### config.mk
export PLATFORM = sky130hd
export DESIGN_NAME = relay_contact_state_monitor_core_flat
export DESIGN_NICKNAME = d
export VERILOG_FILES = /design/src/sv/rcsm_pkg.sv /design/src/sv/rcsm_if.sv /design/src/sv/rcsm_filter.sv /design/src/sv/relay_contact_state_monitor_core.sv /design/src/flat_wrapper.sv
export SDC_FILE = /design/constraint.sdc
export NUM_CORES = 2
export LEC_CHECK = 0
export BUFFER_PORTS_ARGS = -buffer_cell sky130_fd_sc_hd__buf_2
export CAP_MARGIN = 20
export CORE_MARGIN = 1.5
export CORE_UTILIZATION = 42
export CTS_BUF_LIST = sky130_fd_sc_hd__clkbuf_4 sky130_fd_sc_hd__clkbuf_8
export CTS_CLUSTER_DIAMETER = 200
export DETAILED_ROUTE_END_ITERATION = 10
export PLACE_DENSITY = 0.56
export SYNTH_ARGS = -nofsm -noshare
export SYNTH_HDL_FRONTEND = slang
export SYNTH_SLANG_ARGS = --single-unit
### constraint.sdc
create_clock -name clk -period 16.14 [get_ports clk]
set_clock_uncertainty 0.15 [all_clocks]
set_input_delay 2.421 -clock clk [delete_from_list [all_inputs] [get_ports clk]]
set_output_delay 2.421 -clock clk [all_outputs]
set_load 0.005 [all_outputs]
### src/sv/rcsm_pkg.sv
// ----------------------------------------------------------------------------
// rcsm_pkg
// Shared types and constants of the relay contact state monitor.
// ----------------------------------------------------------------------------
package rcsm_pkg;

  // Report codes
  typedef logic [2:0] code_t;

  localparam code_t CODE_UNKNOWN = 3'd0;
  localparam code_t CODE_OPEN    = 3'd1;
  localparam code_t CODE_CLOSED  = 3'd2;
  localparam code_t CODE_ERROR   = 3'd3;
  localparam code_t CODE_FAILED  = 3'd4;
  localparam code_t CODE_NONE    = 3'd7;

  // Configuration register indexes
  typedef logic [0:0] cfg_index_t;

  localparam cfg_index_t REG_FILTER_GAIN  = 1'd0;
  localparam cfg_index_t REG_DECIDE_LEVEL = 1'd1;

  // Configuration register width and reset values
  localparam int CFG_W = 16;
  localparam logic [CFG_W-1:0] FILTER_GAIN_RST  = 16'd655;
  localparam logic [CFG_W-1:0] DECIDE_LEVEL_RST = 16'd58982;

  // Gain is a fraction of 2^16; the rounding bias makes the decay step a floor
  localparam int GAIN_FRAC = 16;
  localparam logic [GAIN_FRAC-1:0] ROUND_BIAS = 16'hFFFF;

  // Threshold is rescaled by taking the top bits of a zero-padded word
  localparam int THR_PAD = 32;
  localparam int THR_W   = CFG_W + THR_PAD;

endpackage

### src/sv/rcsm_if.sv
// ----------------------------------------------------------------------------
// rcsm_if
// Valid/ready channels of the relay contact state monitor.
// ----------------------------------------------------------------------------
interface rcsm_in_if;
  logic valid;
  logic ready;
  logic open_contact_closed;
  logic closed_contact_closed;
  logic sink_ready;

  modport source (
    output valid, open_contact_closed, closed_contact_closed, sink_ready,
    input  ready
  );
  modport sink (
    input  valid, open_contact_closed, closed_contact_closed, sink_ready,
    output ready
  );
endinterface

interface rcsm_out_if;
  logic                 valid;
  logic                 ready;
  rcsm_pkg::code_t      relay_code;

  modport source (
    output valid, relay_code,
    input  ready
  );
  modport sink (
    input  valid, relay_code,
    output ready
  );
endinterface

### src/sv/rcsm_filter.sv
// ----------------------------------------------------------------------------
// rcsm_filter
// One exponential filter step: move the level toward full scale or zero.
// ----------------------------------------------------------------------------
module rcsm_filter #(
  parameter int LEVEL_BITS = 16
) (
  input  logic                         hit,
  input  logic [rcsm_pkg::CFG_W-1:0]   gain,
  input  logic [LEVEL_BITS-1:0]        level,
  output logic [LEVEL_BITS-1:0]        level_nxt
);

  localparam int PW = LEVEL_BITS + rcsm_pkg::CFG_W + 1;

  logic [LEVEL_BITS-1:0] diff;
  logic [PW-1:0]         prod;
  logic [PW-1:0]         sum;
  logic [LEVEL_BITS-1:0] step;

  always_comb begin
    // distance to full scale is the complement of the level
    diff = hit ? ~level : level;
    prod = PW'(gain) * PW'(diff);
    // round the decay step up so the level drops by floor of the signed step
    sum  = prod + (hit ? '0 : PW'(rcsm_pkg::ROUND_BIAS));
    step = sum[rcsm_pkg::GAIN_FRAC +: LEVEL_BITS];
    level_nxt = hit ? (level + step) : (level - step);
  end

endmodule

### src/sv/relay_contact_state_monitor_core.sv
// ----------------------------------------------------------------------------
// relay_contact_state_monitor_core
// Filter relay contact samples and report changes of the contact class.
// ----------------------------------------------------------------------------
// Pipeline: the input register loads at the accept edge, and the filter update
//   and result register load when the word moves on, which a held result word
//   can delay.
// Throughput: one word per cycle; the only stall is a held result word.
// Reset (rst_n low, synchronous): filters go to one half, gain and threshold
//   to their defaults, nothing reported yet, both stages empty.
// ----------------------------------------------------------------------------
module relay_contact_state_monitor_core #(
  parameter int LEVEL_BITS = 16
) (
  input  logic                          clk,
  input  logic                          rst_n,
  rcsm_in_if.sink                       in_word,
  rcsm_out_if.source                    out_word,
  input  logic                          cfg_we,
  input  rcsm_pkg::cfg_index_t          cfg_index,
  input  logic [rcsm_pkg::CFG_W-1:0]    cfg_data
);

  localparam logic [LEVEL_BITS-1:0] LEVEL_HALF = LEVEL_BITS'(1) << (LEVEL_BITS - 1);

  // Configuration registers
  logic [rcsm_pkg::CFG_W-1:0] filter_gain_r;
  logic [rcsm_pkg::CFG_W-1:0] decide_level_r;

  // Input stage
  logic s1_valid_r;
  logic s1_no_r;
  logic s1_nc_r;
  logic s1_sink_ready_r;

  // Filter levels and report memory
  logic [LEVEL_BITS-1:0] lvl_err_r, lvl_open_r, lvl_closed_r, lvl_unk_r, lvl_fail_r;
  logic [LEVEL_BITS-1:0] lvl_err_nxt, lvl_open_nxt, lvl_closed_nxt, lvl_unk_nxt;
  logic [LEVEL_BITS-1:0] lvl_fail_nxt, fail_up, fail_dn;
  rcsm_pkg::code_t       last_rep_r;

  // Result stage
  logic            out_valid_r;
  rcsm_pkg::code_t out_code_r;

  // Datapath
  logic [rcsm_pkg::THR_W-1:0] thr_wide;
  logic [LEVEL_BITS-1:0]      thr;
  logic eh, el, oh, ol, ch, cl, uh, ul, fail_hit;
  logic            have;
  rcsm_pkg::code_t code;
  logic            emit;

  // Handshake control
  logic stall;
  logic advance;
  logic in_fire;

  // Hold the result word while the sink refuses it; otherwise let the pipe move
  assign stall   = out_valid_r && !out_word.ready;
  assign advance = s1_valid_r && !stall;
  assign in_word.ready = !s1_valid_r || !stall;
  assign in_fire = in_word.valid && in_word.ready;

  assign out_word.valid      = out_valid_r;
  assign out_word.relay_code = out_code_r;

  // The four contact filters, each steered by its own contact combination
  rcsm_filter #(.LEVEL_BITS(LEVEL_BITS)) u_flt_err (
    .hit(s1_no_r && s1_nc_r), .gain(filter_gain_r),
    .level(lvl_err_r), .level_nxt(lvl_err_nxt)
  );
  rcsm_filter #(.LEVEL_BITS(LEVEL_BITS)) u_flt_open (
    .hit(s1_no_r && !s1_nc_r), .gain(filter_gain_r),
    .level(lvl_open_r), .level_nxt(lvl_open_nxt)
  );
  rcsm_filter #(.LEVEL_BITS(LEVEL_BITS)) u_flt_closed (
    .hit(!s1_no_r && s1_nc_r), .gain(filter_gain_r),
    .level(lvl_closed_r), .level_nxt(lvl_closed_nxt)
  );
  rcsm_filter #(.LEVEL_BITS(LEVEL_BITS)) u_flt_unk (
    .hit(!s1_no_r && !s1_nc_r), .gain(filter_gain_r),
    .level(lvl_unk_r), .level_nxt(lvl_unk_nxt)
  );

  // The failed filter's direction depends on the new levels: compute both
  // candidates from the old level in parallel and select afterwards
  rcsm_filter #(.LEVEL_BITS(LEVEL_BITS)) u_flt_fail_up (
    .hit(1'b1), .gain(filter_gain_r), .level(lvl_fail_r), .level_nxt(fail_up)
  );
  rcsm_filter #(.LEVEL_BITS(LEVEL_BITS)) u_flt_fail_dn (
    .hit(1'b0), .gain(filter_gain_r), .level(lvl_fail_r), .level_nxt(fail_dn)
  );

  always_comb begin
    // Rescale the threshold: the top LEVEL_BITS of the zero-padded word shift
    // left for wide levels and truncate for narrow ones
    thr_wide = {decide_level_r, rcsm_pkg::THR_PAD'(0)};
    thr      = thr_wide[rcsm_pkg::THR_W-1 -: LEVEL_BITS];

    // Strict compares: a level equal to the threshold is neither
    eh = lvl_err_nxt > thr;    el = lvl_err_nxt < thr;
    oh = lvl_open_nxt > thr;   ol = lvl_open_nxt < thr;
    ch = lvl_closed_nxt > thr; cl = lvl_closed_nxt < thr;
    uh = lvl_unk_nxt > thr;    ul = lvl_unk_nxt < thr;

    fail_hit     = el && ol && cl && ul;
    lvl_fail_nxt = fail_hit ? fail_up : fail_dn;

    // Exactly one combination above and the rest below picks a class;
    // otherwise fall back to failed if that filter is above
    have = 1'b1;
    code = rcsm_pkg::CODE_UNKNOWN;
    priority if (eh && ol && cl && ul) begin
      code = rcsm_pkg::CODE_ERROR;
    end else if (el && oh && cl && ul) begin
      code = rcsm_pkg::CODE_OPEN;
    end else if (el && ol && ch && ul) begin
      code = rcsm_pkg::CODE_CLOSED;
    end else if (el && ol && cl && uh) begin
      code = rcsm_pkg::CODE_UNKNOWN;
    end else if (lvl_fail_nxt > thr) begin
      code = rcsm_pkg::CODE_FAILED;
    end else begin
      have = 1'b0;
    end

    // Report only a change, and only when the word's sink_ready flag gave room
    emit = have && (code != last_rep_r) && s1_sink_ready_r;
  end

  // Configuration writes
  always_ff @(posedge clk) begin
    if (!rst_n) begin
      filter_gain_r  <= rcsm_pkg::FILTER_GAIN_RST;
      decide_level_r <= rcsm_pkg::DECIDE_LEVEL_RST;
    end else if (cfg_we) begin
      unique case (cfg_index)
        rcsm_pkg::REG_FILTER_GAIN:  filter_gain_r  <= cfg_data;
        rcsm_pkg::REG_DECIDE_LEVEL: decide_level_r <= cfg_data;
        default: ;
      endcase
    end
  end

  // Input stage: load on accept, drain when the word moves on
  always_ff @(posedge clk) begin
    if (!rst_n) begin
      s1_valid_r <= 1'b0;
    end else if (in_fire) begin
      s1_valid_r <= 1'b1;
    end else if (advance) begin
      s1_valid_r <= 1'b0;
    end
  end

  always_ff @(posedge clk) begin
    if (in_fire) begin
      s1_no_r         <= in_word.open_contact_closed;
      s1_nc_r         <= in_word.closed_contact_closed;
      s1_sink_ready_r <= in_word.sink_ready;
    end
  end

  // Filter state and report memory advance once per processed word
  always_ff @(posedge clk) begin
    if (!rst_n) begin
      lvl_err_r    <= LEVEL_HALF;
      lvl_open_r   <= LEVEL_HALF;
      lvl_closed_r <= LEVEL_HALF;
      lvl_unk_r    <= LEVEL_HALF;
      lvl_fail_r   <= LEVEL_HALF;
      last_rep_r   <= rcsm_pkg::CODE_NONE;
    end else if (advance) begin
      lvl_err_r    <= lvl_err_nxt;
      lvl_open_r   <= lvl_open_nxt;
      lvl_closed_r <= lvl_closed_nxt;
      lvl_unk_r    <= lvl_unk_nxt;
      lvl_fail_r   <= lvl_fail_nxt;
      if (emit) begin
        last_rep_r <= code;
      end
    end
  end

  // Result stage: refill whenever the held word is gone or taken
  always_ff @(posedge clk) begin
    if (!rst_n) begin
      out_valid_r <= 1'b0;
    end else if (!stall) begin
      out_valid_r <= advance && emit;
    end
  end

  always_ff @(posedge clk) begin
    if (advance && emit) begin
      out_code_r <= code;
    end
  end

endmodule

### src/flat_wrapper.sv
// flat-port wrapper written by rule: the top's interface ports become plain ports
module relay_contact_state_monitor_core_flat 
#(
  parameter int LEVEL_BITS = 16
)
  (clk, rst_n, cfg_we, cfg_index, cfg_data, in_word_valid, in_word_open_contact_closed, in_word_closed_contact_closed, in_word_sink_ready, in_word_ready, out_word_valid, out_word_relay_code, out_word_ready);
  rcsm_in_if in_word_i ();
  rcsm_out_if out_word_i ();
  input  logic clk;
  input  logic rst_n;
  input  logic cfg_we;
  input  rcsm_pkg::cfg_index_t cfg_index;
  input  logic [rcsm_pkg::CFG_W-1:0] cfg_data;
  input wire logic [$bits(in_word_i.valid)-1:0] in_word_valid;
  input wire logic [$bits(in_word_i.open_contact_closed)-1:0] in_word_open_contact_closed;
  input wire logic [$bits(in_word_i.closed_contact_closed)-1:0] in_word_closed_contact_closed;
  input wire logic [$bits(in_word_i.sink_ready)-1:0] in_word_sink_ready;
  output wire logic [$bits(in_word_i.ready)-1:0] in_word_ready;
  output wire logic [$bits(out_word_i.valid)-1:0] out_word_valid;
  output wire logic [$bits(out_word_i.relay_code)-1:0] out_word_relay_code;
  input wire logic [$bits(out_word_i.ready)-1:0] out_word_ready;
  assign in_word_i.valid = in_word_valid;
  assign in_word_i.open_contact_closed = in_word_open_contact_closed;
  assign in_word_i.closed_contact_closed = in_word_closed_contact_closed;
  assign in_word_i.sink_ready = in_word_sink_ready;
  assign in_word_ready = in_word_i.ready;
  assign out_word_valid = out_word_i.valid;
  assign out_word_relay_code = out_word_i.relay_code;
  assign out_word_i.ready = out_word_ready;
  relay_contact_state_monitor_core #(.LEVEL_BITS(LEVEL_BITS)) u_core (.clk(clk), .rst_n(rst_n), .in_word(in_word_i), .out_word(out_word_i), .cfg_we(cfg_we), .cfg_index(cfg_index), .cfg_data(cfg_data));
endmodule
==> results_dict.tcl <==
set metrics [dict create \
    run_status "finished, final reports clean" \
    cts.clk_slew.worst_paths_ns 0.10 \
    gr-usage-all-layers_pct 23.8 \
    critical_path_arrival_ns 15.79 \
    yosysUniqueCellTypes 86 \
    synth_warnings 0 \
    ios 30 \
    ant_nets 0 \
    worstMarginPinSlew_ns 1.05 \
    rd_place_congestion 0.879 \
    final_period_minus_worst_setup_slack_ns 15.60 \
    hold_buffers 0 \
    timing.critical_path.slowest_stage_cell "sky130_fd_sc_hd__or4_4" \
    placedInstanceArea_um2 66400 \
    clock_latency_ns 0.50 \
    synthesized_cell_area_um2 63000 \
    setup_viol_count_final 0 \
    average_size_of_a_mapped_cell_um2 8.52 \
    timing.critical_path.slowest_cell_delay_ns 0.57 \
    detailed_route_iter0_violations 2614 \
    synthToLayoutAreaGrowth_pct 8.13 \
    hold-worst-slack_ns 0.312 \
    grt_pass1_wl_um 287000 \
    drt-wirelength-per-cell_um 18.8 \
    fp.dieArea_um2 152000 \
    vias 48700 \
    cts_made_buffers 17 \
    critical_path.max_fanout 16 \
    post-place-ws_ns -0.268 \
    x_dimension_of_the_die_um 390 \
    post-synth-top-area-cell "sky130_fd_sc_hd__fa_1" \
    multi_input_gate_area_um2 54300 \
    synth.yosys.seq_area_share_pct 4.00 \
    fmaxAchievable_mhz 64.1 \
    detailed_place_hpwl_um 135000 \
    critPathTopFamily "simple AND/OR/NAND/NOR gates" \
    number_of_enable_type_register_cells_in_the_synthesized_netlist 6 \
    ctsLongestPathBuffers 2 \
    synth_top_area_share_pct 39.3 \
    cts_tree "built" \
    critPathCaptureType "flop" \
    grt_start_max_net_pins 94 \
    worst_setup_path_start_kind "flop" \
    max-slew-margin-rel_pct 29.9 \
    hp-class "reg2reg" \
    number_of_vias_per_cell_after_detailed_routing 5.18 \
    ys_dominant_reg_cell "sky130_fd_sc_hd__dfxtp_1" \
    iteration_count_of_the_initial_detailed_routing_pass 5 \
    hold_viol_final 0 \
    postSynthRegisterBits 123 \
    first_global_vias 51600 \
    clk_root_buffer_cell "sky130_fd_sc_hd__clkbuf_8" \
    fp.dieH_um 390 \
    fill_cells 14500 \
    routed_wirelength_um 176000 \
    critical_path.most_common_cell "sky130_fd_sc_hd__buf_4" \
    finalWorstSetupSlack_ns 0.539 \
    synth.top_cells.by_area "sky130_fd_sc_hd__fa_1 (39%), sky130_fd_sc_hd__ha_1 (15%), sky130_fd_sc_hd__inv_1 (9.0%), sky130_fd_sc_hd__nand2_1 (6.1%), sky130_fd_sc_hd__and2_1 (4.4%)" \
    drive_above_1_share_pct 6.97 \
    post_synth_inst_count 7402 \
    cp.buffers_inverters 13 \
    share_of_the_clock_period_used_by_the_worst_path_pct 96.7 \
    row_count 141 \
    final_nets 9402 \
    drv_cap 0 \
    floorplan.initialDensity_pct 42.5 \
    detail_route.drc_violations 0 \
    setup.worst_path.class "reg2reg" \
    setup.worst_path.start "u_core.s1_nc_r$_DFFE_PP_" \
    report.final.slew_viol_count 0 \
    postSynth.asyncResetShare_pct 0 \
    timing.rr.start "u_core.s1_nc_r$_DFFE_PP_" \
    critPathRequiredTime_ns 16.33 \
    design_area_um2 68200 \
    portBuffers 29 \
    synth_fp_nets 9431 \
    htree_num_levels 4 \
    clock_sinks 123 \
    antenna_found_initial 16 \
    area_inside_the_core_boundary_um2 148000 \
    final-seq-area_um2 2580 \
    grt_remaining_overflow 0 \
    min_from "u_core.decide_level_r[12]$_SDFFE_PN0P_" \
]
## cells in the final DEF (no fill, tap or decap), drive strengths merged, types with 19 or more instances in the layout
master / n
inv: 1527
fa: 1237
nand2: 1024
ha: 767
and2: 444
buf: 313
nor2b: 267
a21oi: 241
xnor2: 203
nor2: 175
nand2b: 166
o21ai: 133
dfxtp: 117
xor2: 77
a21o: 69
nand3: 62
nor3: 56
nand4: 35
o211ai: 35
and3: 34
or3: 33
mux2i: 31
a211oi: 31
o21a: 30
a31oi: 23
nor4: 21
a21boi: 21
clkbuf: 19
## timing repair
item | in CTS | in global routing
cloned | 0 | 2
resized for setup | 16 | 175
setup buffers | 0 | 58
setup endpoints to repair | 7 | 8
pin swaps | 3 | 75
## cells by family (layout without fill, tap and decap cells)
logic type | count (synthesis) | after routing | synth area share (%)
simple gates | 2385 | 2385 | 18.9
fa+ha+maj | 2004 | 2004 | 54.5
buf+inv | 1886 | 1870 | 11.2
compound gates | 687 | 687 | 6.88
xor+xnor | 281 | 281 | 3.93
flops | 123 | 123 | 4.00
mux | 36 | 36 | 0.581
other cells | 0 | 4 | 0
## worst register-to-register path, delay by kind of cell (launching register included)
family          cells  cell delay (ns)
compound gates     17             3.00
buf+inv            13             1.78
xor+xnor            5             0.99
simple gates       18             4.61
flops               1             0.45
fa+ha+maj          11             4.45
## layer usage
| metal | up-vias | GRT usage (%) | routed length (um) |
|---|---|---|---|
| met5 | - | 0 | 83 |
| met4 | 16 | 3.28 | 2350 |
| met3 | 149 | 2.32 | 8080 |
| met2 | 1015 | 40.9 | 85700 |
| met1 | 25000 | 33.1 | 80200 |
| li1 | 22500 | - | - |
## sequential cells by signal (all words and copies together) (netlist names)
register,count
u_core.s1_valid_r,1
u_core.out_word.relay_code,3
u_core.lvl_fail_r,16
u_core.lvl_err_r,16
u_core.s1_no_r,1
u_core.s1_nc_r,1
u_core.lvl_unk_r,16
u_core.lvl_open_r,16
u_core.decide_level_r,16
u_core.filter_gain_r,16
u_core.lvl_closed_r,16
u_core.out_word.valid,1
u_core.s1_sink_ready_r,1
u_core.last_rep_r,3
## Yosys cell counts, types with 5 or more instances
library cell	count
sky130_fd_sc_hd__nand2b_1	166
sky130_fd_sc_hd__and2_1	443
sky130_fd_sc_hd__o211ai_1	35
sky130_fd_sc_hd__buf_1	19
sky130_fd_sc_hd__nand2_1	1023
sky130_fd_sc_hd__o21bai_1	17
sky130_fd_sc_hd__nor4_1	21
sky130_fd_sc_hd__nor3b_1	10
sky130_fd_sc_hd__xor2_1	77
sky130_fd_sc_hd__and4_1	5
sky130_fd_sc_hd__a21o_1	69
sky130_fd_sc_hd__a21boi_0	21
sky130_fd_sc_hd__nand4_1	35
sky130_fd_sc_hd__ha_1	767
sky130_fd_sc_hd__edfxtp_1	6
sky130_fd_sc_hd__o211a_1	9
sky130_fd_sc_hd__or2_2	11
sky130_fd_sc_hd__o21a_1	30
sky130_fd_sc_hd__nor2b_1	267
sky130_fd_sc_hd__o31ai_1	14
sky130_fd_sc_hd__dfxtp_1	117
sky130_fd_sc_hd__xnor2_1	203
sky130_fd_sc_hd__nand3_1	62
sky130_fd_sc_hd__a211oi_1	31
sky130_fd_sc_hd__nand3b_1	10
sky130_fd_sc_hd__clkbuf_1	341
sky130_fd_sc_hd__o21ai_0	122
sky130_fd_sc_hd__a31oi_1	22
sky130_fd_sc_hd__or3_1	33
sky130_fd_sc_hd__o21ai_1	11
sky130_fd_sc_hd__nor2_1	175
sky130_fd_sc_hd__mux2_2	5
sky130_fd_sc_hd__a21oi_1	240
sky130_fd_sc_hd__mux2i_1	31
sky130_fd_sc_hd__inv_1	1519
sky130_fd_sc_hd__nor3_1	56
sky130_fd_sc_hd__a2111oi_0	8
sky130_fd_sc_hd__and3_1	34
sky130_fd_sc_hd__fa_1	1237
sky130_fd_sc_hd__or4_1	7
## worst paths after layout
path              cells after the start  slack, ns                                     end
setup / recovery                     64       0.54       u_core.last_rep_r[0]$_SDFFE_PN1P_
setup reg to reg                     64       0.54       u_core.last_rep_r[0]$_SDFFE_PN1P_
hold reg to reg                       2       0.31  u_core.decide_level_r[12]$_SDFFE_PN0P_
hold / removal                        2       0.31  u_core.decide_level_r[12]$_SDFFE_PN0P_
## stage by stage
step	setup TNS [ns]	utilization, %	instances
3_5_place_dp	-1.30	44.7	9296
6_report	0	46.0	9392
4_1_cts	0	45.1	9328
5_1_grt	-0.887	45.9	9388
3_3_place_gp	0	44.7	9296
2_1_floorplan	0	-	7402
## final cells by class
| class | instances | share of cell area [%] |
|---|---|---|
| antenna | 4 | 0.0147 |
| clock buffer | 19 | 0.384 |
| clock inverter | 13 | 0.240 |
| inverter | 1524 | 8.43 |
| multi-input combinational | 5393 | 79.6 |
| sequential | 123 | 3.79 |
| tap | 2002 | 3.67 |
| timing repair buffer | 313 | 3.86 |
| timing repair inverter | 1 | 0.00918 |
Power is left out: the tool's default activity adds up to more than one toggle a clock period on the data nets, which glitch-free logic cannot reach.
